File: config.mk
export PLATFORM = sky130hd
export DESIGN_NAME = tuq_ram
export DESIGN_NICKNAME = d
export VERILOG_FILES = /design/src/hdl/tuq_ram.sv
export SDC_FILE = /design/constraint.sdc
export NUM_CORES = 1
export LEC_CHECK = 0
export BUFFER_PORTS_ARGS = -buffer_cell sky130_fd_sc_hd__buf_4
export CAP_MARGIN = 20
export CORE_UTILIZATION = 59
export CTS_CLUSTER_DIAMETER = 80
export DETAILED_ROUTE_END_ITERATION = 10
export PLACE_DENSITY = 0.74
export SETUP_SLACK_MARGIN = 0.02
export SYNTH_ARGS = -nofsm -noshare
export SYNTH_HDL_FRONTEND = slang
export SYNTH_SLANG_ARGS = --single-unit
File: constraint.sdc
create_clock -name clk_i -period 2 [get_ports clk_i]
set_clock_uncertainty 0.15 [all_clocks]
set_input_delay 0 -clock clk_i [delete_from_list [all_inputs] [get_ports clk_i]]
set_output_delay 0 -clock clk_i [all_outputs]
set_load 0.02 [all_outputs]
File: src/hdl/tuq_ram.sv
// ----------------------------------------------------------------------------
// tuq_ram
// Generic simple dual-port RAM with one write port and a registered read.
// ----------------------------------------------------------------------------
module tuq_ram #(
  parameter int unsigned WIDTH = 8,
  parameter int unsigned DEPTH = 16
) (
  input  logic                                   clk_i,
  input  logic                                   we_i,
  input  logic [(DEPTH > 1 ? $clog2(DEPTH) : 1)-1:0] waddr_i,
  input  logic [WIDTH-1:0]                       wdata_i,
  input  logic [(DEPTH > 1 ? $clog2(DEPTH) : 1)-1:0] raddr_i,
  output logic [WIDTH-1:0]                       rdata_o
);

  logic [WIDTH-1:0] mem [DEPTH];
  logic [WIDTH-1:0] rdata_q;

  always_ff @(posedge clk_i) begin
    if (we_i) begin
      mem[waddr_i] <= wdata_i;
    end
    rdata_q <= mem[raddr_i];
  end

  assign rdata_o = rdata_q;

endmodule
==> flow_summary.yaml <==
setup_path:
  cp_cell_sequence: "buf_4, dlygate4sd3_1, nand3b_1, nor3_1, dlygate4sd3_1, buf_4"
  regToRegEndpoint: "rdata_o[1]$_DFF_P_"
  path_class: "in -> reg"
  worstPathMaxFanout: 7
  required_ns: 2.06
  rrSetupSlack_ns: 0.42
  slowest_delay_ns: 0.61
  critPathSlowestCell: "dlygate4sd3_1"
  reg2reg_depth: 3
  cp.arrival_ns: 1.85
  path_buf_inv: 4
  r2r_start: "mem[5][1]$_DFFE_PP_"
  endpoint_kind: "flip-flop"
  start_kind: "input port"
  cpLargestDelayFamily: "buffers and inverters"
grt:
  grt_pass1_wl_mm: 15.8
  grt_max_degree: 33
  antenna_found_initial: 0
  grt_overflow: 0
  grt_usage: 0.262
  first_global_vias: 2701
power_and_ir_drop:
  p_int_uw: 5260
  power_density_nw_per_um2: 1040
  netSwitchingFraction: 0.204
  pwr-share-comb: 0.056
  ir_drop_mv: 1.01
  p_seq_frac: 0.485
  power_frac_clock: 0.458
  finalPower_uw: 6610
  p_sw_uw: 1350
  p_leak_uw: 0.00221
timing:
  fmax_mhz: 559
  hold_viol_final: 0
  maxSlewViolCount: 0
  fin_tns_setup_ns: 0
  worst_pin_slew_ns: 0.452
  fin_crit_ns: 1.79
  hold_slack_ns: 0.0276
  rsz0062_at_grt: "no"
  setup_viol: 0
  period_share: 0.894
  max_slew_margin: 0.699
synth:
  synthesis.area_um2: 5150
  ys.flop_type: "edfxtp_1"
  yosys_warnings: 0
  synthDistinctLibCells: 19
  async_flop_share: 0
  synth-edff-count: 128
  synth-seq-cells: 136
  synth_area_per_cell_um2: 22.5
  synth_fp_nets: 247
  synth_top_area_share: 0.747
  yosysSeqAreaShare: 0.778
  synthTopCellsByArea: "edfxtp_1 75%, mux4_2 7.9%, mux4_1 7.1%"
  yosys.area.top_type: "edfxtp_1"
  syn_inst: 229
min_path:
  whs_endpoint: "rdata_o[7]$_DFF_P_"
  min_path_cells: 4
  holdCritPathClass: "in -> reg"
  min_from: "raddr_i[1]"
floorplanning:
  core_region_area_um2: 8340
  io_pins: 26
  rows: 33
  dieArea_um2: 9100
  die_w_um: 95.4
  die_h_um: 95.4
  initial_core_util: 0.617
final_layout:
  syn_to_final_growth_pct: 23.7
  drive_gt1_frac: 0.302
  stdcell_area_um2: 6370
  num-nets-final: 323
  final_cells: 423
  antenna_cells: 0
clocking:
  cts_made_buffers: 17
  clk_pin_slew_ns: 0.06
  cts_tree: "yes"
  cts_setup_buffers: 0
  clock_latency_ns: 0.51
  cts_sinks: 136
  htree_num_levels: 4
  cts_root_buffer: "clkbuf_8"
  clk_path_buf_depth: 2
detailed_routing:
  via_per_inst: 6.04
  drt_first_pass_iters: 4
  remaining_drc_errors: 0
  routed_wirelength_mm: 10.5
  vias: 2553
  ant_nets: 0
  wire_per_inst_um: 24.9
  first_iter_violations: 222
place:
  dp_cells: 369
  portBuffers: 25
  hpwl_mm: 5.96
  place_congestion: 0.814
  place_area_um2: 5540
job:
  drv_cap: 0
run_status:
  status: "finished, final reports clean"
==> area by class of cell <==
cell class / instances / area [µm²]
clock buffers: 17 / 414
flip-flops and latches: 136 / 4000
multi-input cells: 83 / 1060
repair buffers: 67 / 584
clock inverters: 15 / 176
well taps: 105 / 131
fillers: 452 / 1970
==> Yosys cell counts (2+ instances only) <==
cell             count
edfxtp_1           128
mux4_1              14
clkdlybuf4s25_2      3
nand2_1              9
nor3_1               4
a22oi_1             16
dfxtp_1              8
nand3b_1             2
buf_6                3
nand2b_1             2
nor2_1              13
buf_2                3
mux4_2              18
==> stage by stage <==
stage	setup WS [ns]	utilization
after floorplan	0.357	-
after global placement	0.387	0.665
after detailed placement	0.393	0.665
after CTS	0.0424	0.761
after global routing	0.150	0.764
final	0.211	0.764
==> cells by family (layout without fill, tap and decap cells) <==
logic type / after synthesis / in the layout / synth area share
muxes: 32 / 32 / 0.150
AOI/OAI and AO/OA: 16 / 16 / 0.0233
DFF: 136 / 136 / 0.778
and+or+nand+nor: 35 / 35 / 0.0318
buffers and inverters: 10 / 99 / 0.0168
==> cell usage in the layout, fill, tap and decap left out, drive strengths merged, types with 3 or more instances in the layout <==
cell type and n:
edfxtp 128, buf 45, mux4 32, dlygate4sd3 21, clkbuf 17, a22oi 16
nor2 13, nand2 9, clkinv 9, dfxtp 8, nor3 4, bufinv 3
==> worst max-delay path by stage <==
stage	startpoint	end	slack, ns	cells after the start
after CTS	we_i	mem[2][2]$_DFFE_PP_	0.04	6
after detailed placement	raddr_i[0]	rdata_o[3]$_DFF_P_	0.39	5
after floorplan	waddr_i[2]	mem[0][0]$_DFFE_PP_	0.36	2
after global placement	raddr_i[0]	rdata_o[2]$_DFF_P_	0.39	5
final	waddr_i[3]	mem[4][2]$_DFFE_PP_	0.21	6
after global routing	waddr_i[3]	mem[4][6]$_DFFE_PP_	0.15	6
==> repair_timing <==
item | in CTS | in global routing
endpoints found under the setup margin | 0 | 32
endpoints found under the hold margin | 202 | 8
hold buffers | 21 | 2
resized for setup | 0 | 5
==> worst reg2reg max path, cell delays in order, from the launching register on <==
cell      delay (ns)
edfxtp_1        0.39
mux4_1          0.59
a22oi_1         0.22
nand2_1         0.10
==> flip-flops by register name, summed over array words and instances (netlist names) <==
name,count
mem,128
rdata_o,8
==> layer usage <==
layer,part of all wire,vias to the layer above,global-route usage
li1,-,1124,-
met1,0.38,1280,0.330
met3,0.075,15,0.0670
met5,0,-,0
met4,0.018,0,0.119
met2,0.52,134,0.430
==> power groups by stage <==
stage	sequential (µW)	combinational (µW)	clock (µW)
final	3210	372	3030
after global routing	3210	397	3180
after CTS	3210	367	3070
after detailed placement	3270	329	0
after global placement	3260	321	0
after floorplan	3280	162	0
Note: power is estimated with default switching activity, not from simulation.
